$ cat src/sipba_pkg.sv
package sipba_pkg;

	// Default table depth and fixed frame-size constants.
	localparam int TABLE_DEPTH_DEF = 64;
	localparam int SHORT_LIMIT = 60;
	localparam int MIN_WIRE = 64;
	localparam int FCS_BYTES = 4;
	localparam logic [15:0] IPV4_ETHERTYPE_RST = 16'h0800;

	// Field widths of the result item.
	localparam int INDEX_BITS = 6;
	localparam int COUNT_BITS = 7;

	// Result status codes.
	typedef enum logic [1:0] {
		STATUS_NOT_IPV4 = 2'd0,
		STATUS_UPDATED  = 2'd1,
		STATUS_NEW      = 2'd2,
		STATUS_FULL     = 2'd3
	} status_t;

	// Sequencer states.
	typedef enum logic [1:0] {
		ST_IDLE,
		ST_SEARCH,
		ST_SUM,
		ST_FIN
	} state_t;

	// One captured frame.
	typedef struct packed {
		logic [15:0] ethertype;
		logic [31:0] src_address;
		logic [15:0] frame_length;
	} frame_item_t;

	// One accounting result.
	typedef struct packed {
		logic [1:0]            status;
		logic [INDEX_BITS-1:0] entry_index;
		logic [31:0]           entry_bytes;
		logic [COUNT_BITS-1:0] entry_count;
		logic [31:0]           top_address;
		logic [31:0]           top_bytes;
	} result_item_t;

endpackage

$ cat src/sipba_ram.sv
module sipba_ram #(
	parameter int WIDTH = 32,
	parameter int DEPTH = 64
) (
	input  logic                     clk,
	input  logic                     we,
	input  logic [$clog2(DEPTH)-1:0] waddr,
	input  logic [WIDTH-1:0]         wdata,
	input  logic                     re,
	input  logic [$clog2(DEPTH)-1:0] raddr,
	output logic [WIDTH-1:0]         rdata
);

	logic [WIDTH-1:0] mem [DEPTH];

	// One write port and one registered read port.
	always_ff @(posedge clk) begin
		if (we) begin
			mem[waddr] <= wdata;
		end
		if (re) begin
			rdata <= mem[raddr];
		end
	end

endmodule

$ cat src/sipba_engine.sv
module sipba_engine
	import sipba_pkg::*;
#(
	parameter int DEPTH = TABLE_DEPTH_DEF
) (
	input  logic                     clk,
	input  logic                     arst_n,
	input  logic [15:0]              cfg_ethertype,
	input  logic                     frame_valid,
	output logic                     frame_ready,
	input  frame_item_t              frame,
	output logic                     result_valid,
	input  logic                     result_ready,
	output result_item_t             result,
	output logic                     rd_en,
	output logic [$clog2(DEPTH)-1:0] rd_addr,
	input  logic [31:0]              addr_rdata,
	input  logic [31:0]              bytes_rdata,
	output logic                     addr_we,
	output logic                     bytes_we,
	output logic [$clog2(DEPTH)-1:0] wr_addr,
	output logic [31:0]              addr_wdata,
	output logic [31:0]              bytes_wdata
);

	localparam int IW = $clog2(DEPTH);
	localparam int CW = $clog2(DEPTH + 1);

	state_t state_q, state_d;

	logic [31:0]   addr_q;
	logic [16:0]   wire_q;
	logic [CW-1:0] idx_q;
	logic          issued_s1;
	logic [IW-1:0] idx_s1;
	logic [31:0]   old_bytes_q;
	logic          hit_q;
	status_t       status_q;
	logic [IW-1:0] ent_idx_q;
	logic [31:0]   total_q;
	logic [CW-1:0] count_q;
	logic [IW-1:0] top_idx_q;
	logic [31:0]   top_total_q;
	logic [31:0]   top_addr_q;
	logic          out_valid_q;
	result_item_t  out_item_q;

	logic          accept;
	logic          is_ipv4;
	logic [16:0]   wire_d;
	logic          match;
	logic          miss;
	logic          out_free;
	logic          fin;
	logic          accounted;
	logic          beats_top;
	logic [CW-1:0] count_d;
	logic [IW-1:0] top_idx_d;
	logic [31:0]   top_total_d;
	logic [31:0]   top_addr_d;
	logic [32:0]   sum;
	logic [IW+INDEX_BITS-1:0] idx_ext;
	logic [CW+COUNT_BITS-1:0] count_ext;

	// Input classification and wire size.
	assign accept  = frame_valid && frame_ready;
	assign is_ipv4 = frame.ethertype == cfg_ethertype;
	assign wire_d  = (frame.frame_length >= 16'(SHORT_LIMIT))
		? {1'b0, frame.frame_length} + 17'(FCS_BYTES) : 17'(MIN_WIRE);

	// Search over the address memory: issue one read a cycle, compare each entry in the cycle after its read.
	assign rd_en   = (state_q == ST_SEARCH) && (idx_q < count_q);
	assign rd_addr = idx_q[IW-1:0];
	assign match   = (state_q == ST_SEARCH) && issued_s1 && (addr_rdata == addr_q);
	assign miss    = (state_q == ST_SEARCH) && !issued_s1 && !rd_en;

	// Saturating add for an existing entry.
	assign sum = {1'b0, old_bytes_q} + {16'b0, wire_q};

	// Final update: top sender, count and write-back.
	assign out_free  = !out_valid_q || result_ready;
	assign fin       = (state_q == ST_FIN) && out_free;
	assign accounted = (status_q == STATUS_UPDATED) || (status_q == STATUS_NEW);
	assign beats_top = (total_q > top_total_q)
		|| ((total_q == top_total_q) && (ent_idx_q <= top_idx_q));

	always_comb begin
		count_d     = count_q;
		top_idx_d   = top_idx_q;
		top_total_d = top_total_q;
		top_addr_d  = top_addr_q;
		if (status_q == STATUS_NEW) begin
			count_d = count_q + CW'(1);
		end
		if (accounted && beats_top) begin
			top_idx_d   = ent_idx_q;
			top_total_d = total_q;
			top_addr_d  = addr_q;
		end
	end

	assign addr_we     = fin && (status_q == STATUS_NEW);
	assign bytes_we    = fin && accounted;
	assign wr_addr     = ent_idx_q;
	assign addr_wdata  = addr_q;
	assign bytes_wdata = total_q;

	assign idx_ext   = {{INDEX_BITS{1'b0}}, ent_idx_q};
	assign count_ext = {{COUNT_BITS{1'b0}}, count_d};

	// Next state and handshake.
	always_comb begin
		state_d     = state_q;
		frame_ready = 1'b0;
		unique case (state_q)
			ST_IDLE: begin
				frame_ready = 1'b1;
				if (frame_valid) begin
					state_d = is_ipv4 ? ST_SEARCH : ST_FIN;
				end
			end
			ST_SEARCH: begin
				if (match || miss) begin
					state_d = ST_SUM;
				end
			end
			ST_SUM: begin
				state_d = ST_FIN;
			end
			ST_FIN: begin
				if (out_free) begin
					state_d = ST_IDLE;
				end
			end
			default: begin
				state_d = ST_IDLE;
			end
		endcase
	end

	// Control registers.
	always_ff @(posedge clk or negedge arst_n) begin
		if (!arst_n) begin
			state_q     <= ST_IDLE;
			issued_s1   <= 1'b0;
			count_q     <= '0;
			top_idx_q   <= '0;
			top_total_q <= '0;
			out_valid_q <= 1'b0;
		end else begin
			state_q   <= state_d;
			issued_s1 <= rd_en;
			if (fin) begin
				count_q     <= count_d;
				top_idx_q   <= top_idx_d;
				top_total_q <= top_total_d;
				out_valid_q <= 1'b1;
			end else if (result_ready) begin
				out_valid_q <= 1'b0;
			end
		end
	end

	// Payload registers.
	always_ff @(posedge clk) begin
		if (accept) begin
			addr_q   <= frame.src_address;
			wire_q   <= wire_d;
			idx_q    <= '0;
			status_q <= STATUS_NOT_IPV4;
		end
		if (rd_en) begin
			idx_q  <= idx_q + CW'(1);
			idx_s1 <= idx_q[IW-1:0];
		end
		if (state_q == ST_SEARCH) begin
			hit_q       <= match;
			old_bytes_q <= bytes_rdata;
			ent_idx_q   <= match ? idx_s1 : count_q[IW-1:0];
		end
		if (state_q == ST_SUM) begin
			if (hit_q) begin
				status_q <= STATUS_UPDATED;
				total_q  <= sum[32] ? 32'hFFFF_FFFF : sum[31:0];
			end else begin
				status_q <= (count_q < CW'(DEPTH)) ? STATUS_NEW : STATUS_FULL;
				total_q  <= {15'b0, wire_q};
			end
		end
		if (fin) begin
			top_addr_q              <= top_addr_d;
			out_item_q.status       <= status_q;
			out_item_q.entry_index  <= accounted ? idx_ext[INDEX_BITS-1:0] : '0;
			out_item_q.entry_bytes  <= accounted ? total_q : '0;
			out_item_q.entry_count  <= count_ext[COUNT_BITS-1:0];
			out_item_q.top_address  <= (count_d != '0) ? top_addr_d : '0;
			out_item_q.top_bytes    <= (count_d != '0) ? top_total_d : '0;
		end
	end

	assign result_valid = out_valid_q;
	assign result       = out_item_q;

`ifndef SYNTHESIS
	// The table never holds more entries than it has rows.
	a_count_bound: assert property (@(posedge clk) disable iff (!arst_n)
		count_q <= CW'(DEPTH))
		else $error("entry count above table depth");

	// The top total never falls.
	a_top_monotonic: assert property (@(posedge clk) disable iff (!arst_n)
		1'b1 |=> top_total_q >= $past(top_total_q))
		else $error("top total decreased");

	// The count only ever grows by one.
	a_count_step: assert property (@(posedge clk) disable iff (!arst_n)
		count_q != $past(count_q) |-> count_q == $past(count_q) + CW'(1))
		else $error("entry count jumped");

	// An empty table has no top total.
	a_empty_top: assert property (@(posedge clk) disable iff (!arst_n)
		count_q == '0 |-> top_total_q == '0)
		else $error("top total set with empty table");

	// An updated entry lies inside the filled part of the table.
	a_hit_in_range: assert property (@(posedge clk) disable iff (!arst_n)
		fin && (status_q == STATUS_UPDATED) |-> CW'(ent_idx_q) < count_q)
		else $error("updated entry outside the table");
`endif

endmodule

$ cat src/source_ip_byte_accounting.sv
// Channel  Signals                              Moves
// frame    frame_valid, frame_ready, frame      one captured frame item in
// result   result_valid, result_ready, result   one accounting result item out
// cfg      cfg_we, cfg_wdata                    IPv4 EtherType register write
//
// A non-IPv4 item skips the search. An IPv4 item's address search reads one entry a cycle,
// up to the entry that it hits, or over all stored entries on a miss (none on an empty table).
// One item is in work at a time; the next is taken while a result waits.
// Reset clears the count and top sender; the memories need no clearing pass.
// A stalled result holds the block in its final step until it is taken.
module source_ip_byte_accounting
	import sipba_pkg::*;
#(
	parameter int TABLE_DEPTH = TABLE_DEPTH_DEF
) (
	input  logic         clk,
	input  logic         arst_n,
	input  logic         cfg_we,
	input  logic [15:0]  cfg_wdata,
	input  logic         frame_valid,
	output logic         frame_ready,
	input  frame_item_t  frame,
	output logic         result_valid,
	input  logic         result_ready,
	output result_item_t result
);

	localparam int IW = $clog2(TABLE_DEPTH);

	logic [15:0]   ethertype_q;
	logic          rd_en;
	logic [IW-1:0] rd_addr;
	logic [31:0]   addr_rdata;
	logic [31:0]   bytes_rdata;
	logic          addr_we;
	logic          bytes_we;
	logic [IW-1:0] wr_addr;
	logic [31:0]   addr_wdata;
	logic [31:0]   bytes_wdata;

	// EtherType register.
	always_ff @(posedge clk or negedge arst_n) begin
		if (!arst_n) begin
			ethertype_q <= IPV4_ETHERTYPE_RST;
		end else if (cfg_we) begin
			ethertype_q <= cfg_wdata;
		end
	end

	// Address and byte total memories share the read address.
	sipba_ram #(
		.WIDTH(32),
		.DEPTH(TABLE_DEPTH)
	) u_addr_ram (
		.clk  (clk),
		.we   (addr_we),
		.waddr(wr_addr),
		.wdata(addr_wdata),
		.re   (rd_en),
		.raddr(rd_addr),
		.rdata(addr_rdata)
	);

	sipba_ram #(
		.WIDTH(32),
		.DEPTH(TABLE_DEPTH)
	) u_bytes_ram (
		.clk  (clk),
		.we   (bytes_we),
		.waddr(wr_addr),
		.wdata(bytes_wdata),
		.re   (rd_en),
		.raddr(rd_addr),
		.rdata(bytes_rdata)
	);

	// Search, update and result sequencer.
	sipba_engine #(
		.DEPTH(TABLE_DEPTH)
	) u_engine (
		.clk          (clk),
		.arst_n       (arst_n),
		.cfg_ethertype(ethertype_q),
		.frame_valid  (frame_valid),
		.frame_ready  (frame_ready),
		.frame        (frame),
		.result_valid (result_valid),
		.result_ready (result_ready),
		.result       (result),
		.rd_en        (rd_en),
		.rd_addr      (rd_addr),
		.addr_rdata   (addr_rdata),
		.bytes_rdata  (bytes_rdata),
		.addr_we      (addr_we),
		.bytes_we     (bytes_we),
		.wr_addr      (wr_addr),
		.addr_wdata   (addr_wdata),
		.bytes_wdata  (bytes_wdata)
	);

endmodule

$ cat config.mk
export PLATFORM = sky130hd
export DESIGN_NAME = source_ip_byte_accounting
export DESIGN_NICKNAME = d
export VERILOG_FILES = /design/src/sipba_pkg.sv /design/src/sipba_ram.sv /design/src/sipba_engine.sv /design/src/source_ip_byte_accounting.sv
export SDC_FILE = /design/constraint.sdc
export NUM_CORES = 2
export LEC_CHECK = 0
export BUFFER_PORTS_ARGS = -buffer_cell sky130_fd_sc_hd__clkbuf_2
export CORE_MARGIN = 10
export CORE_UTILIZATION = 45
export DETAILED_ROUTE_END_ITERATION = 16
export GPL_TIMING_DRIVEN = 0
export HOLD_SLACK_MARGIN = 0.1
export SETUP_SLACK_MARGIN = 0.1
export SLEW_MARGIN = 15
export SYNTH_ARGS = -nofsm -noshare
export SYNTH_HDL_FRONTEND = slang
export SYNTH_HIERARCHICAL = 1
export SYNTH_SLANG_ARGS = --single-unit
export TNS_END_PERCENT = 100
$ cat constraint.sdc
create_clock -name clk -period 8.79 [get_ports clk]
set_clock_uncertainty 0.2 [all_clocks]
set_input_delay 0.4395 -clock clk [delete_from_list [all_inputs] [get_ports clk]]
set_output_delay 0.4395 -clock clk [all_outputs]
set_load 0.03 [all_outputs]
==> results_dict.tcl <==
set metrics [dict create \
    path_cells "buf_4 > buf_2 > buf_2 > buf_2 > buf_1 > nand3b_1 > o221ai_1 > a21oi_1 > a21oi_2 > nor2_1" \
    maxCapViolCount 0 \
    rsz0062_at_grt "no" \
    clkPwrFrac_pct 29.3 \
    worst_slack_ns 3.332 \
    post-route-min-period_ns 5.458 \
    cts_buffer_depth 4 \
    report.final.slew_viol_count 0 \
    drt_iter0_drc 12250 \
    area_growth_pct 18.66 \
    grt_usage_pct 25.38 \
    switching_share_pct 31.62 \
    setup-violations-final 0 \
    grt_pass1_wl_um 734400 \
    post_drt_wl_per_cell_um 36.57 \
    worstSkewPairLatency_ns 1.00 \
    r2r-start "u_engine/idx_q[1]" \
    critPathRequiredTime_ns 9.22 \
    worstHoldPathType "reg2reg" \
    drc 0 \
    cp.arrival_ns 5.89 \
    netlist_instances 7847 \
    finalHoldViolCount 0 \
    cts_tree "yes" \
    coreArea_mm2 0.3854 \
    sequentialPowerShare_pct 43.2 \
    endpoint_kind "flop" \
    path_max_fanout 10 \
    status "completed" \
    ir_drop_mv 0.2407 \
    antenna_left 0 \
    most-common-layout-cells "4438 x edfxtp_1, 1088 x mux4_2, 450 x clkbuf_16, 249 x nor2_1, 240 x clkbuf_1" \
    post_cts_buffers 0 \
    path_common_cell "buf_2" \
    powerDensity_mw_per_mm2 303.5 \
    dp_hpwl_um 367300 \
    cts_sinks 4503 \
    synth_nets 8002 \
    synth_edf_count 4438 \
    setup.worst_path.start "u_engine/idx_q[1]" \
    seq_area_frac_synth_pct 77.50 \
    vias 90700 \
    netlist_area_mm2 0.1741 \
    p_leak_nw 65.84 \
    die_x_um 641.9 \
    yosysWarnings 6 \
    drive_gt1_share_pct 29.40 \
    async_flop_share_pct 1.443 \
    synth_cell_type_count 84 \
    cts.reportedPaths.clkPinSlew_ns 0.06 \
    antenna_found_initial 24 \
    cts.root.buffer_cell "clkbuf_16" \
    drt_wl_total_um 535500 \
    viasPerCell 6.193 \
    fin_cells 14640 \
    comb_power_share_pct 27.5 \
    p_int_mw 42.86 \
    rows 228 \
    max-slew-margin-rel_pct 9.204 \
    place_congestion 0.9077 \
    final_common_cell "edfxtp_1" \
    switching_power_mw 19.82 \
    critPathTopFamily "buffers and inverters" \
    drt-pass1-iter-count 9 \
    path_buf_inv 5 \
    synth-seq-cells 4503 \
    worstMarginPinSlew_ns 1.362 \
    ios 198 \
    hold_start "u_bytes_ram/rdata[24]" \
    layout.nets 9210 \
    cts_buffers 440 \
    tns_ns 0 \
    grt_max_degree 103 \
    cts_max_level 5 \
    fp.dieH_um 641.9 \
    critPathMaxStageDelay_ns 0.85 \
    cp_slowest_cell "buf_1" \
    ys.flop_type "edfxtp_1" \
    grt.overflow.total 0 \
    dp_cells 13640 \
    grt_pass1_vias 90490 \
    dieArea_mm2 0.4121 \
    start_util_pct 45.16 \
    start_kind "flop" \
    fmax_mhz 183.2 \
    portBuffers 196 \
    avgSynthCellArea_um2 22.18 \
    fin_crit_sh_pct 62.09 \
    pre_cts_slack_ns 3.419 \
    worst-setup-path-type "reg2reg" \
]
## cell type report
cell class,count,area [um^2]
flip-flops and latches,4503,134900
fillers,29050,178900
repair buffers,766,10990
inverters,60,237.7
diodes,44,110.1
multi-input cells,2870,37780
clock buffers,544,11630
plain buffers,414,2166
well taps,5175,6475
clock inverters,268,2251
## cell families after synthesis
group                      Yosys count  share of synthesized area, %
AOI/OAI and AO/OA                  577                         2.213
xor gates and xnor gates            93                        0.4680
adders and majority gates           70                        0.5075
buffers and inverters              474                         1.354
DFF                               4503                         77.50
muxes                             1393                         15.97
and+or+nand+nor                    737                         1.989
## routing by layer
layer  global-route usage (%)  share of wire (%)
met1                    32.80                 36
met2                    40.73                 48
met3                    5.172                9.8
met4                    13.73                6.8
met5                        0             0.0045
## state kept, by name, indices dropped and copies added, names as in the netlist
| signal | flops |
|---|---|
| u_bytes_ram/rdata | 32 |
| u_engine/hit_q | 1 |
| u_engine/top_addr_q | 32 |
| u_engine/wire_q | 17 |
| u_engine/bytes_wdata | 32 |
| u_engine/status_q | 2 |
| u_engine/state_q | 2 |
| u_engine/idx_q | 7 |
| u_engine/addr_wdata | 32 |
| u_engine/old_bytes_q | 32 |
| u_engine/idx_s1 | 6 |
| u_engine/wr_addr | 6 |
| ethertype_q | 16 |
| u_addr_ram/rdata | 32 |
| u_engine/issued_s1 | 1 |
| u_engine/top_total_q | 32 |
| u_addr_ram/mem | 2048 |
| u_engine/top_idx_q | 6 |
| u_engine/count_q | 7 |
| u_engine/result | 111 |
| u_bytes_ram/mem | 2048 |
| u_engine/result_valid | 1 |
## metrics by stage
step | power (mW) | util (%) | hold slack (ns) | instance area (um^2)
2_1_floorplan | 36.39 | - | -0.05609 | 174100
3_3_place_gp | 43.08 | 47.10 | 0.2068 | 181500
4_1_cts | 62.61 | 53.56 | 0.2089 | 206400
3_5_place_dp | 44.36 | 49.57 | 0.1692 | 191000
5_1_grt | 64.33 | 53.58 | 0.2248 | 206500
6_report | 62.69 | 53.59 | 0.2163 | 206500
## worst paths after layout
path,end,slack (ns),depth (start not counted)
setup / recovery,u_addr_ram/rdata[15],3.33,10
hold / removal,u_engine/old_bytes_q[24],0.22,0
setup reg to reg,u_addr_ram/rdata[15],3.33,10
hold reg to reg,u_engine/old_bytes_q[24],0.22,0
max in group asynchronous,u_engine/issued_s1,7.05,4
min in group asynchronous,ethertype_q[5],0.53,3
## cells in the mapped netlist (28+ instances only)
library cell  count  area (um^2)
a21oi_1         156        780.8
nand3_1          35        175.2
buf_2           122        610.6
nor2b_1          76        475.5
nand2_1          91        341.6
xnor2_1          46        402.9
nor3_1           28        140.1
mux2_2           47        529.3
inv_1            60        225.2
o22ai_1         172         1076
buf_1            42        157.7
mux2i_1         218         2182
nor2_1          373         1400
edfxtp_1       4438       133300
clkbuf_1        169        634.4
buf_4            58        435.4
xor2_1           47        411.6
dfrtp_1          64         1602
o221ai_1         55        481.7
ha_1             69        863.3
mux4_2         1088        24500
mux2_4           35        525.5
## repair_timing
action	in CTS	in global routing
endpoints found under the hold margin	156	0
gates resized for setup	0	0
hold buffers	149	0
## power groups by stage
stage                     combinational (mW)  sequential, mW  clock [mW]
after floorplan                         7.92            28.5           0
after global routing                    17.7            27.1        19.5
after global placement                  13.5            29.5           0
after CTS                               17.0            27.1        18.6
final                                   17.2            27.1        18.4
after detailed placement                16.8            27.5           0
(Power assumes the default switching activity.)
